<file path="src/rtl/weighted_sum_newton_divide_unit_macros.svh">
// assertion helpers used by the top-level rtl
`ifndef WEIGHTED_SUM_NEWTON_DIVIDE_UNIT_MACROS_SVH
`define WEIGHTED_SUM_NEWTON_DIVIDE_UNIT_MACROS_SVH

`ifndef SYNTH
`define WSND_ASSERT_NOW(label, clk, rst_n, ante, cons) \
    label: assert property (@(posedge clk) disable iff (!rst_n) (ante) |-> (cons)) \
        else $error("assertion failed");
`define WSND_ASSERT_NEXT(label, clk, rst_n, ante, cons) \
    label: assert property (@(posedge clk) disable iff (!rst_n) (ante) |=> (cons)) \
        else $error("assertion failed");
`else
`define WSND_ASSERT_NOW(label, clk, rst_n, ante, cons)
`define WSND_ASSERT_NEXT(label, clk, rst_n, ante, cons)
`endif

`endif

</file>
<file path="src/rtl/wsnd_pkg.sv">
package wsnd_pkg;

    localparam int NEWTON_ROUNDS    = 3;
    localparam int SEED_TABLE_DEPTH = 128;

    localparam logic [31:0] QNAN     = 32'h7fc00000;
    localparam logic [31:0] BAD_WORD = 32'hffffffff;
    localparam logic [31:0] TWO_F    = 32'h40000000;

    typedef struct packed {
        logic        valid;
        logic        bad;
        logic [31:0] q;
        logic [31:0] t;
    } t_item;

    localparam logic [22:0] SEED_MANT [SEED_TABLE_DEPTH] = '{
        23'h7f8000, 23'h7e0000, 23'h7c0000, 23'h7a0000,
        23'h780000, 23'h760000, 23'h740000, 23'h720000,
        23'h700000, 23'h6f0000, 23'h6d0000, 23'h6b0000,
        23'h6a0000, 23'h680000, 23'h660000, 23'h650000,
        23'h630000, 23'h610000, 23'h600000, 23'h5e0000,
        23'h5d0000, 23'h5b0000, 23'h5a0000, 23'h590000,
        23'h570000, 23'h560000, 23'h540000, 23'h530000,
        23'h520000, 23'h500000, 23'h4f0000, 23'h4e0000,
        23'h4c0000, 23'h4b0000, 23'h4a0000, 23'h490000,
        23'h470000, 23'h460000, 23'h450000, 23'h440000,
        23'h430000, 23'h410000, 23'h400000, 23'h3f0000,
        23'h3e0000, 23'h3d0000, 23'h3c0000, 23'h3b0000,
        23'h3a0000, 23'h390000, 23'h380000, 23'h370000,
        23'h360000, 23'h350000, 23'h340000, 23'h330000,
        23'h320000, 23'h310000, 23'h300000, 23'h2f0000,
        23'h2e0000, 23'h2d0000, 23'h2c0000, 23'h2b0000,
        23'h2a0000, 23'h290000, 23'h280000, 23'h280000,
        23'h270000, 23'h260000, 23'h250000, 23'h240000,
        23'h230000, 23'h230000, 23'h220000, 23'h210000,
        23'h200000, 23'h1f0000, 23'h1f0000, 23'h1e0000,
        23'h1d0000, 23'h1c0000, 23'h1c0000, 23'h1b0000,
        23'h1a0000, 23'h190000, 23'h190000, 23'h180000,
        23'h170000, 23'h170000, 23'h160000, 23'h150000,
        23'h140000, 23'h140000, 23'h130000, 23'h120000,
        23'h120000, 23'h110000, 23'h100000, 23'h100000,
        23'h0f0000, 23'h0f0000, 23'h0e0000, 23'h0d0000,
        23'h0d0000, 23'h0c0000, 23'h0c0000, 23'h0b0000,
        23'h0a0000, 23'h0a0000, 23'h090000, 23'h090000,
        23'h080000, 23'h070000, 23'h070000, 23'h060000,
        23'h060000, 23'h050000, 23'h050000, 23'h040000,
        23'h040000, 23'h030000, 23'h030000, 23'h020000,
        23'h020000, 23'h010000, 23'h010000, 23'h000000
    };

    function automatic logic [5:0] lzc50(input logic [49:0] v);
        logic [5:0] n;
        n = 6'd50;
        for (int i = 0; i < 50; i++) begin
            if (v[i]) begin
                n = 6'(49 - i);
            end
        end
        return n;
    endfunction

    // m has its leading one at bit 49, be is the biased exponent of that bit
    function automatic logic [31:0] round_pack(input logic s, input logic signed [11:0] be,
                                               input logic [49:0] m);
        logic [5:0]  sh;
        logic [49:0] mm;
        logic        stk;
        logic        rup;
        logic [24:0] sum;
        logic [8:0]  fld;
        logic [22:0] man;
        sh = 6'd0;
        if (be < 12'sd1) begin
            if (be < -12'sd48) begin
                sh = 6'd50;
            end else begin
                sh = 6'(12'sd1 - be);
            end
        end
        mm  = m >> sh;
        stk = |(m & ~({50{1'b1}} << sh));
        rup = mm[25] & (stk | (|mm[24:0]) | mm[26]);
        sum = {1'b0, mm[49:26]} + 25'(rup);
        if (be >= 12'sd1) begin
            fld = be[8:0] + 9'(sum[24]);
            man = sum[24] ? sum[23:1] : sum[22:0];
        end else begin
            fld = {8'd0, sum[23]};
            man = sum[22:0];
        end
        if (fld >= 9'd255) begin
            return {s, 8'hff, 23'd0};
        end
        return {s, fld[7:0], man};
    endfunction

    function automatic logic [31:0] fp_mul(input logic [31:0] a, input logic [31:0] b);
        logic        s;
        logic        za, zb, ia, ib, na, nb;
        logic [7:0]  xa, xb;
        logic [47:0] prod;
        logic [49:0] w;
        logic [5:0]  lz;
        logic signed [11:0] be;
        s  = a[31] ^ b[31];
        za = (a[30:0] == 31'd0);
        zb = (b[30:0] == 31'd0);
        ia = (a[30:23] == 8'hff) && (a[22:0] == 23'd0);
        ib = (b[30:23] == 8'hff) && (b[22:0] == 23'd0);
        na = (a[30:23] == 8'hff) && (a[22:0] != 23'd0);
        nb = (b[30:23] == 8'hff) && (b[22:0] != 23'd0);
        xa = (a[30:23] == 8'd0) ? 8'd1 : a[30:23];
        xb = (b[30:23] == 8'd0) ? 8'd1 : b[30:23];
        if (na || nb || (ia && zb) || (ib && za)) begin
            return QNAN;
        end
        if (ia || ib) begin
            return {s, 8'hff, 23'd0};
        end
        if (za || zb) begin
            return {s, 31'd0};
        end
        prod = {24'd0, (a[30:23] != 8'd0), a[22:0]} * {24'd0, (b[30:23] != 8'd0), b[22:0]};
        w    = {prod, 2'b00};
        lz   = lzc50(w);
        w    = w << lz;
        be   = $signed({4'd0, xa}) + $signed({4'd0, xb}) - 12'sd126 - $signed({6'd0, lz});
        return round_pack(s, be, w);
    endfunction

    function automatic logic [31:0] fp_add(input logic [31:0] a, input logic [31:0] b);
        logic        ia, ib, na, nb;
        logic [31:0] x, y;
        logic [7:0]  xe, ye, d;
        logic [49:0] mx, my, ms, r;
        logic        stk;
        logic [5:0]  lz;
        logic signed [11:0] be;
        ia = (a[30:23] == 8'hff) && (a[22:0] == 23'd0);
        ib = (b[30:23] == 8'hff) && (b[22:0] == 23'd0);
        na = (a[30:23] == 8'hff) && (a[22:0] != 23'd0);
        nb = (b[30:23] == 8'hff) && (b[22:0] != 23'd0);
        if (na || nb || (ia && ib && (a[31] != b[31]))) begin
            return QNAN;
        end
        if (ia) begin
            return a;
        end
        if (ib) begin
            return b;
        end
        if (a[30:0] >= b[30:0]) begin
            x = a;
            y = b;
        end else begin
            x = b;
            y = a;
        end
        xe = (x[30:23] == 8'd0) ? 8'd1 : x[30:23];
        ye = (y[30:23] == 8'd0) ? 8'd1 : y[30:23];
        d  = xe - ye;
        mx = {1'b0, (x[30:23] != 8'd0), x[22:0], 25'd0};
        my = {1'b0, (y[30:23] != 8'd0), y[22:0], 25'd0};
        if (d >= 8'd50) begin
            ms  = 50'd0;
            stk = |my;
        end else begin
            ms  = my >> d;
            stk = |(my & ~({50{1'b1}} << d));
        end
        ms[0] = ms[0] | stk;
        r = (x[31] == y[31]) ? (mx + ms) : (mx - ms);
        if (r == 50'd0) begin
            return {a[31] & b[31], 31'd0};
        end
        lz = lzc50(r);
        r  = r << lz;
        be = $signed({4'd0, xe}) + 12'sd1 - $signed({6'd0, lz});
        return round_pack(x[31], be, r);
    endfunction

    function automatic logic [31:0] seed_of(input logic [31:0] w);
        logic [7:0] e;
        e = w[30:23];
        if (e == 8'd0 || e > 8'd252) begin
            return {w[31], 31'd0};
        end
        return {w[31], 8'(9'd253 - {1'b0, e}), SEED_MANT[w[22:16]]};
    endfunction

endpackage

</file>
<file path="src/rtl/wsnd_newton_cell.sv">
module wsnd_newton_cell (
    input  logic               i_clk,
    input  logic               i_rst_n,
    input  logic               i_en,
    input  wsnd_pkg::t_item    i_item,
    output wsnd_pkg::t_item    o_item
);
    import wsnd_pkg::*;

    t_item       r_mid;
    logic [31:0] r_k;
    t_item       r_item;

    // k = 2 - t, then q *= k and t *= k
    always_ff @(posedge i_clk) begin
        if (i_en) begin
            r_k        <= fp_add(TWO_F, {~i_item.t[31], i_item.t[30:0]});
            r_mid.q    <= i_item.q;
            r_mid.t    <= i_item.t;
            r_mid.bad  <= i_item.bad;
            r_item.q   <= fp_mul(r_mid.q, r_k);
            r_item.t   <= fp_mul(r_k, r_mid.t);
            r_item.bad <= r_mid.bad;
        end
        if (!i_rst_n) begin
            r_mid.valid  <= 1'b0;
            r_item.valid <= 1'b0;
        end else if (i_en) begin
            r_mid.valid  <= i_item.valid;
            r_item.valid <= r_mid.valid;
        end
    end

    assign o_item = r_item;
endmodule

</file>
<file path="config.mk">
export PLATFORM = sky130hd
export DESIGN_NAME = wsnd_newton_cell
export DESIGN_NICKNAME = d
export VERILOG_FILES = /design/src/rtl/weighted_sum_newton_divide_unit_macros.svh /design/src/rtl/wsnd_pkg.sv /design/src/rtl/wsnd_newton_cell.sv
export SDC_FILE = /design/constraint.sdc
export NUM_CORES = 2
export LEC_CHECK = 0
export BUFFER_PORTS_ARGS = -buffer_cell sky130_fd_sc_hd__buf_4
export CAP_MARGIN = 20
export CORE_MARGIN = 2
export CORE_UTILIZATION = 30
export DETAILED_ROUTE_END_ITERATION = 8
export GPL_ROUTABILITY_DRIVEN = 0
export MAX_ROUTING_LAYER = met4
export PLACE_DENSITY = 0.44
export SYNTH_ARGS = -nofsm -noshare
export SYNTH_HDL_FRONTEND = slang
export SYNTH_SLANG_ARGS = --single-unit
export TNS_END_PERCENT = 30
</file>
<file path="constraint.sdc">
create_clock -name i_clk -period 44.4 [get_ports i_clk]
set_clock_uncertainty 0.1 [all_clocks]
set_input_delay 2.22 -clock i_clk [delete_from_list [all_inputs] [get_ports i_clk]]
set_output_delay 2.22 -clock i_clk [all_outputs]
set_load 0.1 [all_outputs]
</file>
==> run summary <==
The first global-routing pass estimated 533.5 mm of wire. The run gives 0 as the final count of pins violating max slew. The tools report the launch point of the critical path as i_item[24]. The layout has 28.50k filler cells. The clock net sink count was 164.

At the pin with the least slew margin, the transition time is 1.243 ns. STA puts the critical path data required time at 44.68 ns. The number of enable-type register cells in the synthesized netlist is 162, and the insertion delay of the later-clocked pin in the worst-skew pair is 0.59 ns. Setup total negative slack on the finished layout was measured at 0 ns.

The number of global-route vias before repair is 83.22k, and the row count is 189. In this run, synthesis produced a sequential element count of 164. 135 I/O pins were placed. The portion of the post-synthesis area used by sequential elements is 6.115%. Die footprint: 271500 um^2. The critical-path cell with the highest stage delay was sky130_fd_sc_hd__o21ai_1.

The register area was 4905 um^2. The critical path in this run is classified as in2reg. The fraction of final layout cells sized beyond drive strength 1 works out to 6.772%.

After synthesis, the netlist uses 141 different library cells. The mean instance size in the synthesized netlist works out to 7.588 um^2. The wire-length estimate of the detail-placed layout is 268.3 mm. The area of combinational cells with multiple inputs was 68410 um^2.

TritonCTS built the clock tree. For the number of antenna violations at the first check in global routing, the log shows 12. The flow ran to the end, and the final reports show no timing, DRC or antenna violations. The capture point of the worst path is r_k[18]. For this run, the leading register cell type out of synthesis is sky130_fd_sc_hd__edfxtp_1. The tools report the largest net degree at the start of global routing as 74. Of all nets on the critical path, the largest fanout is 35. The maximum frequency from static timing analysis was 45.20 MHz; the normalized max-slew margin was 16.53%. The number of hold buffers added after CTS was 0.

The die outline height is 521.1 um. Summing every instance area after synthesis gives 80210 um^2. The H-tree was split into 4 levels.

After clock tree synthesis, the clock-pin slew on the worst setup and hold paths is 0.06 ns. The number of failing setup endpoints in the final timing report was 0. The endpoint identified for the worst register-to-register timing path is o_item[39]. The cell at the root of the clock tree was sky130_fd_sc_hd__clkbuf_16. At the worst endpoint, the arrival time is 22.40 ns. Global routing finished with a remaining overflow of 0. The share of the clock period used by the worst path after layout was 49.83%. In this run the deepest clock path goes through 3 buffers. Counting the buffers created by CTS gives 25.

The total length of routed wires was 350.3 mm; the detailed-route via count was 82.92k. For the count of yosys warnings during synthesis, the log shows 0. Setup repair after global routing left no endpoint under its margin. The number of I/O port buffers was 134.

The detailed router finished its first iteration with 8831 violations. The number of max-capacitance violations reported was 0. The run gives 23.36 ns as the internal reg-to-reg setup slack. The horizontal die dimension came out at 521.1 um.

After detailed routing, the average wire length per cell comes to 25.32 um. The count of nets left with antenna violations once routing finished came out at 0. Across every metal layer, demand over resource in global routing totals 25.94%. The region available for standard cell placement spans 265600 um^2. The worst setup path is launched from a primary input. In this run, post-CTS repair resized a total of 0 instances. The initial utilization of the core area, before any placement, comes to 30.20%.

The area growth from synthesis to layout is 6.759%. After detailed routing, the number of remaining DRC violations is 0. In this run the critical register-to-register path is launched from r_k[5]. The tools report the final hold violation count as 0.

The count of buffers added by post-CTS timing repair for setup is 0. Class of the worst hold path: reg2reg. The per-cell via count in the routed design was 5.994; the stage delay of the slowest cell on the critical path was 0.59 ns. After synthesis, the share of flip-flops with an asynchronous set or reset is 0%. The number of cells traversed by the worst register-to-register path works out to 65.

STA classifies the critical path endpoint as a flop. For the number of nets in the layout, the log shows 11.80k. Synthesis handed over a netlist of 10.57k instances. The first detailed-routing pass took 7 iterations. The worst path in the final design needs a cycle of 22.12 ns, including I/O delays and setup.
-- area by class of cell --
class                   instances  area share (%)
inverters                    1154           5.058
clock inverters                 5         0.09059
repair buffers                377           3.315
multi-input cells            8566           79.88
clock buffers                  26          0.7350
flip-flops and latches        164           5.728
diodes                          9         0.02630
well taps                    3533           5.162
-- Yosys cell counts (53+ instances only) --
| master | instances | share of area (%) |
|---|---|---|
| sky130_fd_sc_hd__edfxtp_1 | 162 | 6.1 |
| sky130_fd_sc_hd__o2111ai_1 | 53 | 0.58 |
| sky130_fd_sc_hd__a22oi_1 | 87 | 0.81 |
| sky130_fd_sc_hd__nor3_1 | 268 | 1.7 |
| sky130_fd_sc_hd__or3_1 | 68 | 0.53 |
| sky130_fd_sc_hd__o22ai_1 | 108 | 0.84 |
| sky130_fd_sc_hd__ha_1 | 475 | 7.4 |
| sky130_fd_sc_hd__o21a_1 | 57 | 0.53 |
| sky130_fd_sc_hd__fa_1 | 971 | 24 |
| sky130_fd_sc_hd__a21oi_1 | 457 | 2.9 |
| sky130_fd_sc_hd__mux2i_1 | 191 | 2.4 |
| sky130_fd_sc_hd__a211oi_1 | 169 | 1.6 |
| sky130_fd_sc_hd__o211ai_1 | 157 | 1.5 |
| sky130_fd_sc_hd__mux2_2 | 61 | 0.86 |
| sky130_fd_sc_hd__a31oi_1 | 114 | 0.89 |
| sky130_fd_sc_hd__and2_1 | 492 | 3.8 |
| sky130_fd_sc_hd__clkbuf_1 | 566 | 2.6 |
| sky130_fd_sc_hd__xnor2_1 | 169 | 1.8 |
| sky130_fd_sc_hd__nand2_1 | 1449 | 6.8 |
| sky130_fd_sc_hd__a221oi_1 | 54 | 0.59 |
| sky130_fd_sc_hd__nor4_1 | 135 | 1.1 |
| sky130_fd_sc_hd__nand3_1 | 347 | 2.2 |
| sky130_fd_sc_hd__o21ai_0 | 463 | 2.9 |
| sky130_fd_sc_hd__inv_1 | 1140 | 5.3 |
| sky130_fd_sc_hd__nand2b_1 | 63 | 0.49 |
| sky130_fd_sc_hd__a21o_1 | 109 | 1.0 |
| sky130_fd_sc_hd__nand4_1 | 131 | 1.0 |
| sky130_fd_sc_hd__and3_1 | 92 | 0.72 |
| sky130_fd_sc_hd__o31ai_1 | 61 | 0.57 |
| sky130_fd_sc_hd__xor2_1 | 97 | 1.1 |
| sky130_fd_sc_hd__nor2_1 | 672 | 3.1 |
| sky130_fd_sc_hd__buf_2 | 61 | 0.38 |
-- metrics by stage --
stage | setup slack [ns] | cell area, um^2 | utilization [%] | hold slack [ns] | std cells
after floorplan | 25.54 | 80220 | - | 0.3003 | 10570
after global placement | 22.27 | 84870 | 31.96 | 0.3011 | 13790
after detailed placement | 22.00 | 84880 | 31.96 | 0.3115 | 13790
after CTS | 22.51 | 85580 | 32.23 | 0.3277 | 13820
after global routing | 20.89 | 85630 | 32.24 | 0.3345 | 13830
final | 22.28 | 85630 | 32.25 | 0.3256 | 13830
-- routing by layer --
layer  track usage, %  part of all wire [%]  vias up
li1                 -                     -    36610
met1            33.60                    42    41320
met2            40.93                    46     4139
met3            3.520                   7.7      853
met4            9.995                   4.6        0
met5                -                     0        -
-- logic make-up (layout without fill, tap and decap cells) --
family / Yosys count / after routing / synth area share (%)
AND/OR/NAND/NOR: 3974 / 3974 / 24.02
flip-flops: 164 / 164 / 6.115
adder cells (fa/ha/maj): 1449 / 1449 / 31.68
buffers and inverters: 1843 / 1562 / 8.820
AO/OA/AOI/OAI: 2605 / 2605 / 22.80
multiplexers: 267 / 267 / 3.633
other: 2 / 13 / 0.009363
XOR/XNOR: 267 / 267 / 2.925
-- registers in the layout (all words and copies together) (netlist names) --
| name | count |
|---|---|
| o_item | 66 |
| r_k | 32 |
| r_mid | 66 |
-- layout by cell type, fill, tap and decap left out, drive strengths merged, types with 57 or more instances in the layout --
cell type  Yosys  final
nor3         280    280
fa           971    971
buf          122    374
nand2       1449   1449
and2         497    497
mux2          63     63
a221oi        58     58
and3          93     93
a21o         110    110
o211ai       162    162
a21oi        462    462
o22ai        110    110
a22oi         88     88
xor2          98     98
xnor2        169    169
nand4        134    134
a211oi       178    178
nand3        351    351
ha           475    475
nand2b        63     63
a31oi        117    117
mux2i        191    191
nor4         142    142
nor2         680    680
o21ai        496    496
o31ai         62     62
o21a          57     57
inv         1148   1149
or3           71     71
edfxtp       162    162
-- worst max-delay path: cells and delay by family --
kind                     cells  cell delay (ns)
XOR/XNOR                     3             0.52
AO/OA/AOI/OAI               18             5.34
AND/OR/NAND/NOR             31             8.74
multiplexers                 3             0.97
buffers and inverters       11             2.14
adder cells (fa/ha/maj)      8             2.36
-- worst min-delay path by stage --
stage | cells past startpoint | to | startpoint | slack, ns
after floorplan | 0 | o_item[64] | r_mid[64] | 0.30
after global placement | 0 | o_item[64] | r_mid[64] | 0.30
after detailed placement | 0 | o_item[64] | r_mid[64] | 0.31
after CTS | 0 | o_item[64] | r_mid[64] | 0.33
after global routing | 0 | o_item[64] | r_mid[64] | 0.33
final | 0 | o_item[64] | r_mid[64] | 0.33
Power is left out: the tool's default activity adds up to more than one toggle a clock period on the data nets, which glitch-free logic cannot reach.
